**config.mk**
```make
export PLATFORM = sky130hd
export DESIGN_NAME = sensor_trend_hazard_detector
export DESIGN_NICKNAME = d
export VERILOG_FILES = /design/src/sthd_pkg.sv /design/src/sthd_step.sv /design/src/sthd_cell.sv /design/src/sensor_trend_hazard_detector.sv
export VERILOG_INCLUDE_DIRS = /design/src /design/src/src
export SDC_FILE = /design/constraint.sdc
export NUM_CORES = 1
export LEC_CHECK = 0
export CORE_ASPECT_RATIO = 0.5
export CORE_UTILIZATION = 65
export CTS_CLUSTER_DIAMETER = 80
export DETAILED_ROUTE_END_ITERATION = 12
export DONT_BUFFER_PORTS = 1
export GPL_TIMING_DRIVEN = 0
export PLACE_DENSITY = 0.9
export SYNTH_ARGS = -nofsm -noshare
export SYNTH_HDL_FRONTEND = slang
export SYNTH_HIERARCHICAL = 1
export SYNTH_SLANG_ARGS = --single-unit
```
**constraint.sdc**
```tcl
create_clock -name i_clk -period 6 [get_ports i_clk]
set_clock_uncertainty 0.1 [all_clocks]
set_input_delay 1.2 -clock i_clk [delete_from_list [all_inputs] [get_ports i_clk]]
set_output_delay 1.2 -clock i_clk [all_outputs]
set_load 0.05 [all_outputs]
```
**src/assert_macros.svh**
```systemverilog
// Assertion macros for the modules that check their own logic.
`ifndef ASSERT_MACROS_SVH
`define ASSERT_MACROS_SVH

// Checks that prop holds at every rising edge outside reset.
`define ASSERT_ALWAYS(label, prop, msg) \
    label: assert property (@(posedge i_clk) disable iff (!i_rst_n) (prop)) else $error(msg);

// Checks that cons holds in the cycle after ante.
`define ASSERT_NEXT(label, ante, cons, msg) \
    label: assert property (@(posedge i_clk) disable iff (!i_rst_n) \
        (ante) |=> (cons)) else $error(msg);

`endif

```
**src/sthd_pkg.sv**
```systemverilog
`timescale 1ns / 1ps
// Shared types, constants and register indexes of the trend hazard detector.
package sthd_pkg;

    localparam int WINDOW_DEF = 5;

    localparam int TEMP_W   = 16;
    localparam int HUM_W    = 14;
    localparam int AIR_W    = 10;
    localparam int TMARG_W  = 15;
    localparam int CFG_W    = 16;
    localparam int CIDX_W   = 3;

    // Configuration register indexes.
    localparam logic [CIDX_W-1:0] CFG_TEMP_MARGIN = 3'd0;
    localparam logic [CIDX_W-1:0] CFG_HUM_MARGIN  = 3'd1;
    localparam logic [CIDX_W-1:0] CFG_AIR_MARGIN  = 3'd2;
    localparam logic [CIDX_W-1:0] CFG_TEMP_LIMIT  = 3'd3;
    localparam logic [CIDX_W-1:0] CFG_AIR_LIMIT   = 3'd4;

    localparam logic [TMARG_W-1:0]       RST_TEMP_MARGIN = 15'd50;
    localparam logic [HUM_W-1:0]         RST_HUM_MARGIN  = 14'd200;
    localparam logic [AIR_W-1:0]         RST_AIR_MARGIN  = 10'd10;
    localparam logic signed [TEMP_W-1:0] RST_TEMP_LIMIT  = 16'sd4500;
    localparam logic [AIR_W-1:0]         RST_AIR_LIMIT   = 10'd200;

    typedef enum logic [1:0] {
        HZ_NONE     = 2'd0,
        HZ_TEMP     = 2'd1,
        HZ_HUMIDITY = 2'd2,
        HZ_AIR      = 2'd3
    } t_hazard;

    typedef struct packed {
        logic [TMARG_W-1:0]       temp_margin;
        logic [HUM_W-1:0]         hum_margin;
        logic [AIR_W-1:0]         air_margin;
        logic signed [TEMP_W-1:0] temp_limit;
        logic [AIR_W-1:0]         air_limit;
    } t_cfg;

    // What one reading leaves in the window.
    typedef struct packed {
        logic valid;
        logic temp_step;
        logic hum_step;
        logic air_step;
        logic temp_exceed;
        logic air_exceed;
    } t_flags;

endpackage

```
**src/sthd_step.sv**
```systemverilog
`timescale 1ns / 1ps
// Step and threshold evaluation of a new reading against the previous one.
module sthd_step
    import sthd_pkg::*;
(
    input  logic signed [TEMP_W-1:0] i_temperature,
    input  logic [HUM_W-1:0]         i_humidity,
    input  logic [AIR_W-1:0]         i_air_quality,
    input  logic signed [TEMP_W-1:0] i_prev_temperature,
    input  logic [HUM_W-1:0]         i_prev_humidity,
    input  logic [AIR_W-1:0]         i_prev_air_quality,
    input  logic                     i_have_prev,
    input  t_cfg                     i_cfg,
    output t_flags                   o_flags
);

    logic signed [TEMP_W:0] w_temp_diff;
    logic signed [HUM_W:0]  w_hum_diff;
    logic signed [AIR_W:0]  w_air_diff;

    assign w_temp_diff = {i_temperature[TEMP_W-1], i_temperature}
                       - {i_prev_temperature[TEMP_W-1], i_prev_temperature};
    assign w_hum_diff  = $signed({1'b0, i_humidity}) - $signed({1'b0, i_prev_humidity});
    assign w_air_diff  = $signed({1'b0, i_air_quality}) - $signed({1'b0, i_prev_air_quality});

    always_comb begin
        o_flags.valid       = 1'b1;
        o_flags.temp_step   = i_have_prev && (w_temp_diff > 17'sd0)
                            && (w_temp_diff >= $signed({2'b00, i_cfg.temp_margin}));
        o_flags.hum_step    = i_have_prev && (w_hum_diff > 15'sd0)
                            && (w_hum_diff >= $signed({1'b0, i_cfg.hum_margin}));
        o_flags.air_step    = i_have_prev && (w_air_diff > 11'sd0)
                            && (w_air_diff >= $signed({1'b0, i_cfg.air_margin}));
        o_flags.temp_exceed = i_temperature > i_cfg.temp_limit;
        o_flags.air_exceed  = i_air_quality > i_cfg.air_limit;
    end

endmodule

```
**src/sthd_cell.sv**
```systemverilog
`timescale 1ns / 1ps
// One window cell: holds the flags of one past reading and passes them on.
module sthd_cell
    import sthd_pkg::*;
(
    input  logic   i_clk,
    input  logic   i_rst_n,
    input  logic   i_shift,
    input  t_flags i_flags,
    output t_flags o_flags
);

    t_flags r_flags;

    always_ff @(posedge i_clk) begin
        if (!i_rst_n) begin
            r_flags <= '0;
        end else if (i_shift) begin
            r_flags <= i_flags;
        end
    end

    assign o_flags = r_flags;

endmodule

```
**src/sensor_trend_hazard_detector.sv**
```systemverilog
`timescale 1ns / 1ps
// Top level of the sensor trend hazard detector.
//
//  channel  direction  handshake                payload
//  in       request    i_in_valid / o_in_stall  i_temperature, i_humidity, i_air_quality
//  out      result     o_out_valid / i_out_stall o_hazard_code
//  cfg      write      i_cfg_we                 i_cfg_index, i_cfg_data
//
// One reading is taken per cycle while the input is not stalled; its hazard code appears in the cycle after acceptance.
// The window is a row of WINDOW-1 cells that shift once per accepted reading.
// No code is given until WINDOW readings have arrived since reset.
// Reset clears the cells and the output valid flag and restores the configuration register defaults.
// The input stalls only while a code waits in the output register and is itself stalled.
module sensor_trend_hazard_detector
    import sthd_pkg::*;
#(
    parameter int WINDOW = WINDOW_DEF
) (
    input  logic                     i_clk,
    input  logic                     i_rst_n,
    input  logic                     i_in_valid,
    output logic                     o_in_stall,
    input  logic signed [TEMP_W-1:0] i_temperature,
    input  logic [HUM_W-1:0]         i_humidity,
    input  logic [AIR_W-1:0]         i_air_quality,
    output logic                     o_out_valid,
    input  logic                     i_out_stall,
    output logic [1:0]               o_hazard_code,
    input  logic                     i_cfg_we,
    input  logic [CIDX_W-1:0]        i_cfg_index,
    input  logic [CFG_W-1:0]         i_cfg_data
);

    t_cfg                     r_cfg;
    logic signed [TEMP_W-1:0] r_prev_temperature;
    logic [HUM_W-1:0]         r_prev_humidity;
    logic [AIR_W-1:0]         r_prev_air_quality;
    logic                     r_out_valid;
    t_hazard                  r_code;
    t_hazard                  n_code;

    t_flags w_new;
    t_flags w_cell [WINDOW-1];
    logic   w_in_accept;
    logic   w_full;
    logic   w_temp_rise;
    logic   w_hum_rise;
    logic   w_air_rise;
    logic   w_temp_exc;
    logic   w_air_exc;

    always_ff @(posedge i_clk) begin
        if (!i_rst_n) begin
            r_cfg.temp_margin <= RST_TEMP_MARGIN;
            r_cfg.hum_margin  <= RST_HUM_MARGIN;
            r_cfg.air_margin  <= RST_AIR_MARGIN;
            r_cfg.temp_limit  <= RST_TEMP_LIMIT;
            r_cfg.air_limit   <= RST_AIR_LIMIT;
        end else if (i_cfg_we) begin
            unique case (i_cfg_index)
                CFG_TEMP_MARGIN: r_cfg.temp_margin <= i_cfg_data[TMARG_W-1:0];
                CFG_HUM_MARGIN:  r_cfg.hum_margin  <= i_cfg_data[HUM_W-1:0];
                CFG_AIR_MARGIN:  r_cfg.air_margin  <= i_cfg_data[AIR_W-1:0];
                CFG_TEMP_LIMIT:  r_cfg.temp_limit  <= $signed(i_cfg_data[TEMP_W-1:0]);
                CFG_AIR_LIMIT:   r_cfg.air_limit   <= i_cfg_data[AIR_W-1:0];
                default: ;
            endcase
        end
    end

    assign o_in_stall  = r_out_valid && i_out_stall;
    assign w_in_accept = i_in_valid && !o_in_stall;

    always_ff @(posedge i_clk) begin
        if (w_in_accept) begin
            r_prev_temperature <= i_temperature;
            r_prev_humidity    <= i_humidity;
            r_prev_air_quality <= i_air_quality;
        end
    end

    sthd_step u_step (
        .i_temperature      (i_temperature),
        .i_humidity         (i_humidity),
        .i_air_quality      (i_air_quality),
        .i_prev_temperature (r_prev_temperature),
        .i_prev_humidity    (r_prev_humidity),
        .i_prev_air_quality (r_prev_air_quality),
        .i_have_prev        (w_cell[0].valid),
        .i_cfg              (r_cfg),
        .o_flags            (w_new)
    );

    for (genvar g = 0; g < WINDOW - 1; g++) begin : g_cell
        if (g == 0) begin : g_head
            sthd_cell u_cell (
                .i_clk   (i_clk),
                .i_rst_n (i_rst_n),
                .i_shift (w_in_accept),
                .i_flags (w_new),
                .o_flags (w_cell[g])
            );
        end else begin : g_body
            sthd_cell u_cell (
                .i_clk   (i_clk),
                .i_rst_n (i_rst_n),
                .i_shift (w_in_accept),
                .i_flags (w_cell[g-1]),
                .o_flags (w_cell[g])
            );
        end
    end

    // The window is the new reading plus all cells; the oldest cell's step
    // points outside the window and is not used.
    always_comb begin
        w_temp_rise = w_new.temp_step;
        w_hum_rise  = w_new.hum_step;
        w_air_rise  = w_new.air_step;
        w_temp_exc  = w_new.temp_exceed;
        w_air_exc   = w_new.air_exceed;
        for (int k = 0; k < WINDOW - 2; k++) begin
            w_temp_rise = w_temp_rise && w_cell[k].temp_step;
            w_hum_rise  = w_hum_rise && w_cell[k].hum_step;
            w_air_rise  = w_air_rise && w_cell[k].air_step;
        end
        for (int k = 0; k < WINDOW - 1; k++) begin
            w_temp_exc = w_temp_exc || w_cell[k].temp_exceed;
            w_air_exc  = w_air_exc || w_cell[k].air_exceed;
        end
    end

    assign w_full = w_cell[WINDOW-2].valid;

    always_comb begin
        priority if (w_temp_rise || w_temp_exc) begin
            n_code = HZ_TEMP;
        end else if (w_hum_rise) begin
            n_code = HZ_HUMIDITY;
        end else if (w_air_rise || w_air_exc) begin
            n_code = HZ_AIR;
        end else begin
            n_code = HZ_NONE;
        end
    end

    always_ff @(posedge i_clk) begin
        if (!i_rst_n) begin
            r_out_valid <= 1'b0;
        end else if (w_in_accept && w_full) begin
            r_out_valid <= 1'b1;
        end else if (!i_out_stall) begin
            r_out_valid <= 1'b0;
        end
    end

    always_ff @(posedge i_clk) begin
        if (w_in_accept && w_full) begin
            r_code <= n_code;
        end
    end

    assign o_out_valid   = r_out_valid;
    assign o_hazard_code = r_code;

`include "assert_macros.svh"

    `ASSERT_NEXT(a_full_gives_code, w_in_accept && w_full, r_out_valid, "full window gave no code")
    `ASSERT_ALWAYS(a_code_needs_full, !$rose(r_out_valid) || w_full, "code before window full")
    `ASSERT_ALWAYS(a_fill_order, !w_full || w_cell[0].valid, "window cells filled out of order")

endmodule
```
# [Word level (Yosys, flattened, before mapping)]
# Index checks and enable logic that the tools add are counted.
[op_classes] n_eq_ne=5 n_mul=0 bitwise_logic=0 div_mod_pow=0 magnitude_cmp=8 shifts=0 n_reduce_logical=35 add_sub_neg=3 n_mux=4
[ops] cell="$logic_and 1x1->1" count=18
[ops] cell="$ge 17x16->1" count=1
[ops] cell="$gt 17x1->1 const B" count=1
[ops] cell="$sub 16x16->17" count=1
[ops] cell="$gt 16x16->1" count=1
[ops] cell="$ge 15x15->1" count=1
[ops] cell="$gt 15x1->1 const B" count=1
[ops] cell="$sub 14x14->15" count=1
[ops] cell="$ge 11x11->1" count=1
[ops] cell="$gt 11x1->1 const B" count=1
[ops] cell="$sub 10x10->11" count=1
[ops] cell="$gt 10x10->1" count=1
[ops] cell="$logic_or 1x1->1" count=10
[ops] cell="$reduce_and 2->1" count=5
[ops] cell="$eq 3x2->1 const B" count=2
[ops] cell="$mux 2" count=2
[ops] cell="$eq 3x1->1 const B" count=1
[ops] cell="$eq 3x3->1 const B" count=1
[ops] cell="$logic_not 3->1" count=1
[ops] cell="$mux 1" count=2
[ops] cell="$ne 2x1->1 const B" count=1
[ops] cell="$logic_not 1->1" count=1
[word_totals] rom_bits=0 mem_bits_rw=0 memories=0 out_inout_bits=4 latch_bits=0 reg_bits=129

# [Longest topological paths before layout]
# Gate-level depths: netlist (run 1).
[depth] depth_word=10 mapped_depth=21

# [Modules after synthesis]
# The synthesis (run 1) kept the hierarchy.
[modules_own_cells] mod="sensor_trend_hazard_detector" area_per_inst_um2=3847.4 cells_per_inst=352 instances=1
[modules_own_cells] mod="sthd_step" area_per_inst_um2=3599.7 cells_per_inst=507 instances=1
[modules_own_cells] mod="sthd_cell" area_per_inst_um2=229.0 cells_per_inst=19 instances=4

# [Worst setup path before layout (run 1)]
# No wires, ideal clock.
[synth_timing] path_type="input -> register" from="input i_temperature[0]" to="register r_code[0], in the netlist o_hazard_code[0], data pin" n_path_buf=0 arrival_time_ns=4.475 slack_ns=1.166 cell_stages=19 cell_sequence="inv_1 > ha_1 > inv_1 > fa_1 > a211oi_1 > o211ai_1 > a31o_1 > a21oi_1 > xnor2_1 > ha_1 > a21o_1 > a21o_1 > a2111oi_0 > o21ai_0 > o41ai_1 > a21oi_1 > nand4_1 > nand3_1 > o21bai_1"
[synth_rtl] element="start, declared" line="sensor_trend_hazard_detector.sv:23" text="input logic signed [TEMP_W-1:0] i_temperature,"
[synth_rtl] element="end signal, assigned" line="sensor_trend_hazard_detector.sv:159" text="r_code <= n_code;"
[synth_rtl] element="end, declared" line="sensor_trend_hazard_detector.sv:39" text="t_hazard r_code;"

==> qor.yml, run 1 <==
cp-end-kind: "register"
status: "finished, final reports clean"
cts_resized: 0
rsz0062_at_grt: "false"
rows: 28
dpl.hpwl_microns: 14380
layout-drive-gt1-share_pct: 5.950
drtPass1Iterations: 5
grt_pass1_vias: 6945
vias_per_cell: 6.204
finalCriticalPeriod_ns: 5.330
wl_per_cell_microns: 18.19
gp_congestion: 0.8898
core_sq_um: 12090
required_ns: 6.07
initial_utilization_pct: 68.29
worstSkewPairLatency_ns: 0.42
cts-root-buf: "clkbuf_16"
yosys_warnings: 6
cts_tree: "done"
fin_ws_ns: 0.6698
syn_inst: 926
fmax_mhz: 187.6
post-cts-setup-buffers: 0
wl_microns: 20430
grt_pass1_wl_microns: 32860
path_clk_slew_ns: 0.06
relSlewSlack_pct: 55.58
drc: 0
ant_nets: 0
cts_made_buffers: 17
area_delta_synth_final_pct: 9.959
min_path_cells: 2
cts_hold_buf: 0
syn_area_sq_um: 8254
antenna_found_initial: 0
hold_violations: 0
hold_slack_ns: 0.3644
syn-num-nets: 1098
fp.dieH_microns: 81.69
critPathMaxFanout: 4
arrival_ns: 5.40
power_density_nw_per_um2: 281.7
drt_iter0_drc: 640
reg2reg_depth: 18
via_count: 6967
post-route-period-util_pct: 88.84
io_buffers: 0
die_x_microns: 161.4
drv_slew: 0
cts_htree_levels: 4
p_leak_nw: 3.888
gr-usage-all-layers_pct: 32.45
tightest_slew_ns: 0.6496
diodes: 0
io_pins: 68
setup_viol: 0
nNetsFinal: 1118
avgSynthCellArea_sq_um: 8.914
tns_ns: 0
fin_util_pct: 75.09
clock_sinks: 129
dpl_worst_slack_ns: 0.5272
crit_path_start_kind: "input pin"
dieArea_sq_um: 13180
peakVddDrop_mv: 0.1788
placed_cells: 1092
clk_path_buf_depth: 2
critPathKind: "input pin to register"
maxCapViolations: 0
hold_path_class: "register to register"
grt_max_degree: 31
final_cells: 1123
overflow: 0
fillers: 785
[per-stage QoR]
stage / total power (W) / instance area (sq um)
2_1_floorplan: 0.001391 / 8254
3_3_place_gp: 0.001467 / 8461
3_5_place_dp: 0.001505 / 8482
4_1_cts: 0.002546 / 9076
5_1_grt: 0.002665 / 9076
6_report: 0.002557 / 9076
[per-layer routing]
| layer | vias up | GRT usage, % | share of wire (%) |
|---|---|---|---|
| li1 | 3254 | - | - |
| met1 | 3274 | 37.59 | 40 |
| met2 | 349 | 55.04 | 47 |
| met3 | 90 | 8.131 | 8.7 |
| met4 | 0 | 21.13 | 4.3 |
| met5 | - | 0 | 0 |
[cells in the final DEF, fill, tap and decap left out, types with 28 or more instances in the layout]
cell / n
a21oi_1: 36
edfxtp_1: 42
ha_1: 105
dfxtp_1: 87
nand3_1: 28
inv_1: 117
nor2b_1: 31
a21boi_0: 42
nor2_1: 29
nand2_1: 149
[sequential cells by signal, indices dropped and copies added, names as in the netlist]
signal / count
o_out_valid: 1
o_hazard_code: 2
r_prev_humidity: 14
g_cell.g_head.u_cell/o_flags: 6
g_cell.g_body.u_cell/o_flags: 15
r_prev_temperature: 16
r_cfg: 65
r_prev_air_quality: 10
[power by group]
part           total [W]  internal, W  switching [W]
registers       0.000957     0.000941      0.0000163
clock network    0.00103     0.000655       0.000373
logic           0.000571     0.000248       0.000323
total            0.00256      0.00184       0.000713
[critical path: stages]
cell,delay (ns)
inv_1,0.06
ha_1,0.17
inv_1,0.06
fa_1,0.41
a211oi_1,0.46
o211ai_1,0.21
a31o_1,0.27
a21oi_1,0.18
xnor2_1,0.17
ha_1,0.29
a21o_1,0.18
a21o_1,0.19
a2111oi_0,0.56
o21ai_0,0.21
o41ai_1,0.12
a21oi_1,0.24
nand4_1,0.16
nand3_1,0.11
o21bai_1,0.17
[worst paths after layout]
check	startpoint	end	slack, ns
worst max-delay path	i_temperature[0]	o_hazard_code[0]$_SDFFCE_PP1P_	0.67
worst min-delay path	r_cfg[4]$_SDFFE_PN0P_	r_cfg[4]$_SDFFE_PN0P_	0.36
worst max register to register	r_prev_temperature[0]$_DFFE_PP_	o_hazard_code[0]$_SDFFCE_PP1P_	1.20
worst min register to register	r_cfg[4]$_SDFFE_PN0P_	r_cfg[4]$_SDFFE_PN0P_	0.36
[cell type report]
class	instances	area (sq um)	area share [%]
multi-input combinational	653	4648	51.21
sequential	129	3003	33.09
clock buffer	29	584.3	6.438
inverter	117	439.2	4.839
tap	165	206.4	2.275
buffer	27	165.2	1.820
timing repair buffer	1	20.02	0.2206
clock inverter	2	10.01	0.1103
(Power assumes the default switching activity.)
==> run 2, diff against run 1 <==
--- a/config.mk
+++ b/config.mk
@@ -6,7 +6,6 @@
 export SDC_FILE = /design/constraint.sdc
 export NUM_CORES = 1
 export LEC_CHECK = 0
-export CORE_ASPECT_RATIO = 0.5
 export CORE_UTILIZATION = 65
 export CTS_CLUSTER_DIAMETER = 80
 export DETAILED_ROUTE_END_ITERATION = 12
==> qor.yml, run 2 (synthesis results as in run 1) <==
clock_sinks: 129  # unchanged
drc: 0  # unchanged
cts_hold_buf: 0  # unchanged
grt_pass1_wl_microns: 30620  # -6.8%
required_ns: 6.06  # about the same
path_clk_slew_ns: 0.06  # about the same
seqCellArea_sq_um: 3003  # unchanged
status: "finished, final reports clean"
area_delta_synth_final_pct: 10.16
overflow: 0  # unchanged
worstSkewPairLatency_ns: 0.43  # about the same
hold_violations: 0  # unchanged
nNetsFinal: 1118  # unchanged
critPathKind: "input pin to register"
worst-path-buf-inv: 2  # unchanged
io_buffers: 0  # unchanged
hold_path_class: "register to register"
fillers: 858  # +9.3%
cts_htree_levels: 4  # unchanged
clk_path_buf_depth: 2  # unchanged
peakVddDrop_mv: 0.1662  # -7.0%
regToRegStartpoint: "r_prev_temperature[0]$_DFFE_PP_"
post-route-period-util_pct: 85.86  # -3.0 points
dpl.hpwl_microns: 13210  # -8.1%
die_x_microns: 114.7  # -29%
drt_iter0_drc: 464  # -28%
grt_pass1_vias: 6570  # -5.4%
dieArea_sq_um: 13150  # -0.21%
antenna_found_initial: 1  # +1
crit_start: "i_temperature[0]"
initial_utilization_pct: 67.59  # -0.70 points
min_path_cells: 2  # unchanged
layout-drive-gt1-share_pct: 6.048  # +0.098 points
wl_microns: 18220  # -11%
post-cts-setup-buffers: 0  # unchanged
largest_reg_flops: 65  # unchanged
power_w: 0.002545  # -0.46%
p_leak_nw: 3.893  # +0.14%
rsz0062_at_grt: "false"
fmax_mhz: 194.1  # +3.5%
finalCriticalPeriod_ns: 5.152  # -0.1784 ns
cts_tree: "done"
drv_slew: 0  # unchanged
layout_commonest_cell: "nand2_1"
via_count: 6575  # -5.6%
grt_max_degree: 31  # unchanged
power_density_nw_per_um2: 279.9  # -0.64%
cts_resized: 0  # unchanged
tightest_slew_ns: 0.6553  # +0.005729 ns
reg2reg_depth: 18  # unchanged
rows: 40  # +43%
relSlewSlack_pct: 55.18  # -0.39 points
cp_top_family: "compound AO/OA/AOI/OAI gates"
gp_congestion: 0.8687  # -2.4%
path_depth: 19  # unchanged
top_register: "r_cfg"
vias_per_cell: 5.834  # -6.0%
slowest_stage: "a211oi_1"
min_from: "r_cfg[58]$_SDFFE_PN0P_"
critPathMaxFanout: 4  # unchanged
arrival_ns: 5.21  # -0.19 ns
diodes: 0  # unchanged
fp.dieH_microns: 114.7  # +40%
tns_ns: 0  # unchanged
wl_per_cell_microns: 16.17  # -11%
maxCapViolations: 0  # unchanged
ant_nets: 0  # unchanged
drtPass1Iterations: 5  # unchanged
gr-usage-all-layers_pct: 30.17  # -2.3 points
max_stage_delay_ns: 0.47  # -0.09 ns
crit_path_start_kind: "input pin"
cp-end-kind: "register"
cts_made_buffers: 17  # unchanged
io_pins: 68  # unchanged
multi_input_area_sq_um: 4648  # unchanged
final_cell_mix: "149 x nand2_1, 117 x inv_1, 105 x ha_1"
setup_viol: 0  # unchanged
core_sq_um: 12210  # +1.0%
crit_chain: "inv_1, ha_1, inv_1, fa_1, a211oi_1, o211ai_1, a31o_1, a21oi_1, xnor2_1, ha_1, a21o_1, a21o_1, a2111oi_0, o21ai_0, o41ai_1, a21oi_1, nand4_1, nand3_1, o21bai_1"
cts-root-buf: "clkbuf_16"
## run 2: cell count changes in the layout (fill, tap and decap cells not counted), sizes merged
cell,delta
clkbuf,-3
bufinv,+1
inv,+1
clkinv,+2
## run 2: through the flow
stage,hold WS [ns],cell area (sq um),util (%),cells,worst slack [ns]
4_1_cts,0.3553,9092,74.46,1127,0.9606
6_report,0.3532,9092,74.46,1127,0.8482
3_3_place_gp,0.3413,8464,69.31,1094,0.6555
3_5_place_dp,0.3477,8486,69.49,1095,0.5436
2_1_floorplan,0.3351,8254,-,926,1.166
5_1_grt,0.3840,9092,74.46,1127,0.4294
## run 2: layer usage
metal	vias to the layer above	share of wire [%]	GRT usage, %
met3	59	6.5	9.846
met5	-	0.071	0
met2	195	47	50.55
met1	3065	43	35.39
met4	2	3.4	12.99
li1	3254	-	-
## run 2: tightest hold or removal path, delay by kind of cell, from the launching register on
kind	cells	cell delay, ns
and+or+nand+nor	1	0.05
DFF	1	0.30
AOI/OAI and AO/OA	1	0.05
## run 2: report_power, final
group,leakage (nW),switching [W],internal (W)
Combinational,2.48,0.000301,0.000243
Sequential,1.12,0.0000152,0.000941
Clock,0.300,0.000378,0.000666
## run 2: path summary, 6_finish.rpt
path	end	slack [ns]
hold reg to reg	r_cfg[58]$_SDFFE_PN0P_	0.35
setup / recovery	o_hazard_code[0]$_SDFFCE_PP1P_	0.85
hold / removal	r_cfg[58]$_SDFFE_PN0P_	0.35
setup reg to reg	o_hazard_code[0]$_SDFFCE_PP1P_	1.40
## run 2: final cells by class
type | instances | area share (%)
inverter | 117 | 4.830
buffer | 27 | 1.816
multi-input combinational | 653 | 51.12
sequential | 129 | 33.03
clock buffer | 26 | 5.972
clock inverter | 6 | 0.7018
tap | 168 | 2.312
timing repair buffer | 1 | 0.2202
==> run 3, diff against run 2 <==
--- a/config.mk
+++ b/config.mk
@@ -6,6 +6,7 @@
 export SDC_FILE = /design/constraint.sdc
 export NUM_CORES = 1
 export LEC_CHECK = 0
+export ABC_AREA = 1
 export CORE_UTILIZATION = 65
 export CTS_CLUSTER_DIAMETER = 80
 export DETAILED_ROUTE_END_ITERATION = 12
==> qor.yml, run 3 <==
status: "finished, final reports clean"
design_area_sq_um: 9823  # +8.0%
antenna_found_initial: 0  # -1
required_ns: 6.20  # +0.14 ns
grt_max_degree: 29  # -6.5%
tns_ns: 0  # unchanged
largest_reg_flops: 65  # unchanged
slowest_stage: "fa_1"
hold_violations: 0  # unchanged
cts_made_buffers: 17  # unchanged
rsz0062_at_grt: "false"
die_x_microns: 119.9  # +4.6%
drt_iter0_drc: 619  # +33%
relSlewSlack_pct: 46.09  # -9.1 points
via_count: 8082  # +23%
setup_viol: 0  # unchanged
power_density_nw_per_um2: 253.5  # -9.4%
reg2reg_depth: 23  # +5
final_cells: 1498  # +33%
drc: 0  # unchanged
pwr-share-seq_pct: 38.9  # +1.3 points
syn_inst: 1289  # +39%
crit_top_cell: "nand2_1"
yosys_warnings: 6  # unchanged
gp_congestion: 0.9208  # +6.0%
dpl.hpwl_microns: 15890  # +20%
drtPass1Iterations: 5  # unchanged
hold_path_class: "register to register"
io_pins: 68  # unchanged
pwr-share-clk_pct: 38.0  # -3.0 points
grt_pass1_wl_microns: 34330  # +12%
drv_slew: 0  # unchanged
diodes: 0  # unchanged
peakVddDrop_mv: 0.1876  # +13%
cts_tree: "done"
combPwrFrac_pct: 23.1  # +1.7 points
finalCriticalPeriod_ns: 4.115  # -1.037 ns
arrival_ns: 4.31  # -0.90 ns
nNetsFinal: 1481  # +32%
p_leak_nw: 5.159  # +32%
syn-num-nets: 1461  # +33%
cts_resized: 0  # unchanged
critPathKind: "input pin to register"
fillers: 1036  # +21%
tightest_slew_ns: 0.8067  # +0.1514 ns
vias_per_cell: 5.395  # -7.5%
wl_microns: 20870  # +15%
maxCapViolations: 0  # unchanged
min_path_cells: 2  # unchanged
cts-root-buf: "clkbuf_16"
post-route-period-util_pct: 68.58  # -17 points
critPathMaxFanout: 3  # -1
cts_hold_buf: 0  # unchanged
dieArea_sq_um: 14380  # +9.3%
placed_cells: 1466  # +34%
crit_chain: "inv_1, ha_1, inv_1, fa_1, a31o_2, xor2_1, inv_1, ha_1, nand2_1, nor2_1, nand2_1, nand2_1, nand2_1, nand3b_1, nand2_1, inv_1, o21ai_0, nand2_1, nand2_1, nor2_1, nand4_1, nand3_1, nand2_1, inv_1"
layout_commonest_cell: "nand2_1"
clk_path_buf_depth: 2  # unchanged
wl_per_cell_microns: 13.93  # -14%
intPower_w: 0.001713  # -7.5%
area_delta_synth_final_pct: 8.694
fin_util_pct: 73.31  # -1.2 points
layout-drive-gt1-share_pct: 7.640  # +1.6 points
worstSkewPairLatency_ns: 0.42  # about the same
cp-end-kind: "register"
grt_pass1_vias: 7781  # +18%
syn_area_sq_um: 9037  # +9.5%
path_clk_slew_ns: 0.06  # about the same
clock_sinks: 129  # unchanged
io_buffers: 0  # unchanged
avgSynthCellArea_sq_um: 7.011  # -21%
dpl_cell_area_sq_um: 9285  # +9.4%
gr-usage-all-layers_pct: 30.29  # +0.12 points
max_stage_delay_ns: 0.43  # -0.04 ns
rows: 42  # +5.0%
overflow: 0  # unchanged
top_register: "r_cfg"
cts_htree_levels: 4  # unchanged
sw_frac_of_total_pct: 31.22  # +3.9 points
crit_path_start_kind: "input pin"
core_sq_um: 13400  # +9.7%
final_cell_mix: "302 x nand2_1, 260 x inv_1, 176 x nor2_1"
initial_utilization_pct: 67.44  # -0.15 points
hold_slack_ns: 0.3616  # +0.008454 ns
ant_nets: 0  # unchanged
fp.dieH_microns: 119.9  # +4.6%
post-cts-setup-buffers: 0  # unchanged
switchingPower_w: 0.0007776  # +12%
fmax_mhz: 243.0  # +25%
==> run 3: area by class of cell <==
cell class / count / area (sq um) / share of cell area, %
flip-flops and latches: 129 / 3003 / 30.57
clock inverters: 13 / 83.83 / 0.8534
plain buffers: 25 / 148.9 / 1.516
clock buffers: 19 / 454.2 / 4.624
inverters: 265 / 994.7 / 10.13
well taps: 176 / 220.2 / 2.242
multi-input cells: 870 / 4898 / 49.87
repair buffers: 1 / 20.02 / 0.2038
==> run 3: power by group through the flow <==
stage                     clock [W]  sequential, W  combinational (W)
after floorplan                   0       0.000983           0.000444
after global routing       0.000996       0.000974           0.000658
after detailed placement          0       0.000987           0.000554
final                      0.000946       0.000969           0.000575
after CTS                  0.000958       0.000969           0.000567
after global placement            0       0.000987           0.000527
==> run 3: critical path, delay by kind of cell <==
| family | cells | cell delay [ns] |
|---|---|---|
| AND/OR/NAND/NOR | 13 | 1.31 |
| XOR/XNOR | 1 | 0.21 |
| AO/OA/AOI/OAI | 2 | 0.34 |
| adder cells (fa/ha/maj) | 3 | 0.91 |
| buffers and inverters | 5 | 0.31 |
==> run 3: worst paths after layout <==
kind                                                   start                              to  slack (ns)
worst min register to register        r_cfg[22]$_SDFFE_PN1P_          r_cfg[22]$_SDFFE_PN1P_        0.36
worst min-delay path                  r_cfg[22]$_SDFFE_PN1P_          r_cfg[22]$_SDFFE_PN1P_        0.36
worst max register to register  r_prev_humidity[4]$_DFFE_PP_  o_hazard_code[0]$_SDFFCE_PP1P_        2.44
worst max-delay path                        i_air_quality[0]  o_hazard_code[1]$_SDFFCE_PP0P_        1.89
==> run 3: layer usage <==
layer | track usage (%) | up-vias | share of wire (%)
li1 | - | 4104 | -
met1 | 34.66 | 3621 | 41
met2 | 51.22 | 284 | 47
met3 | 7.224 | 73 | 6.9
met4 | 17.89 | 0 | 4.3
met5 | 0 | - | 0
==> run 3: per-stage QoR <==
step / total power, W / setup WS, ns
floorplan: 0.001427 / 1.637
global placement: 0.001515 / 0.5036
detailed placement: 0.001541 / 1.547
CTS: 0.002494 / 1.950
global route: 0.002627 / 1.624
finish: 0.002490 / 1.885
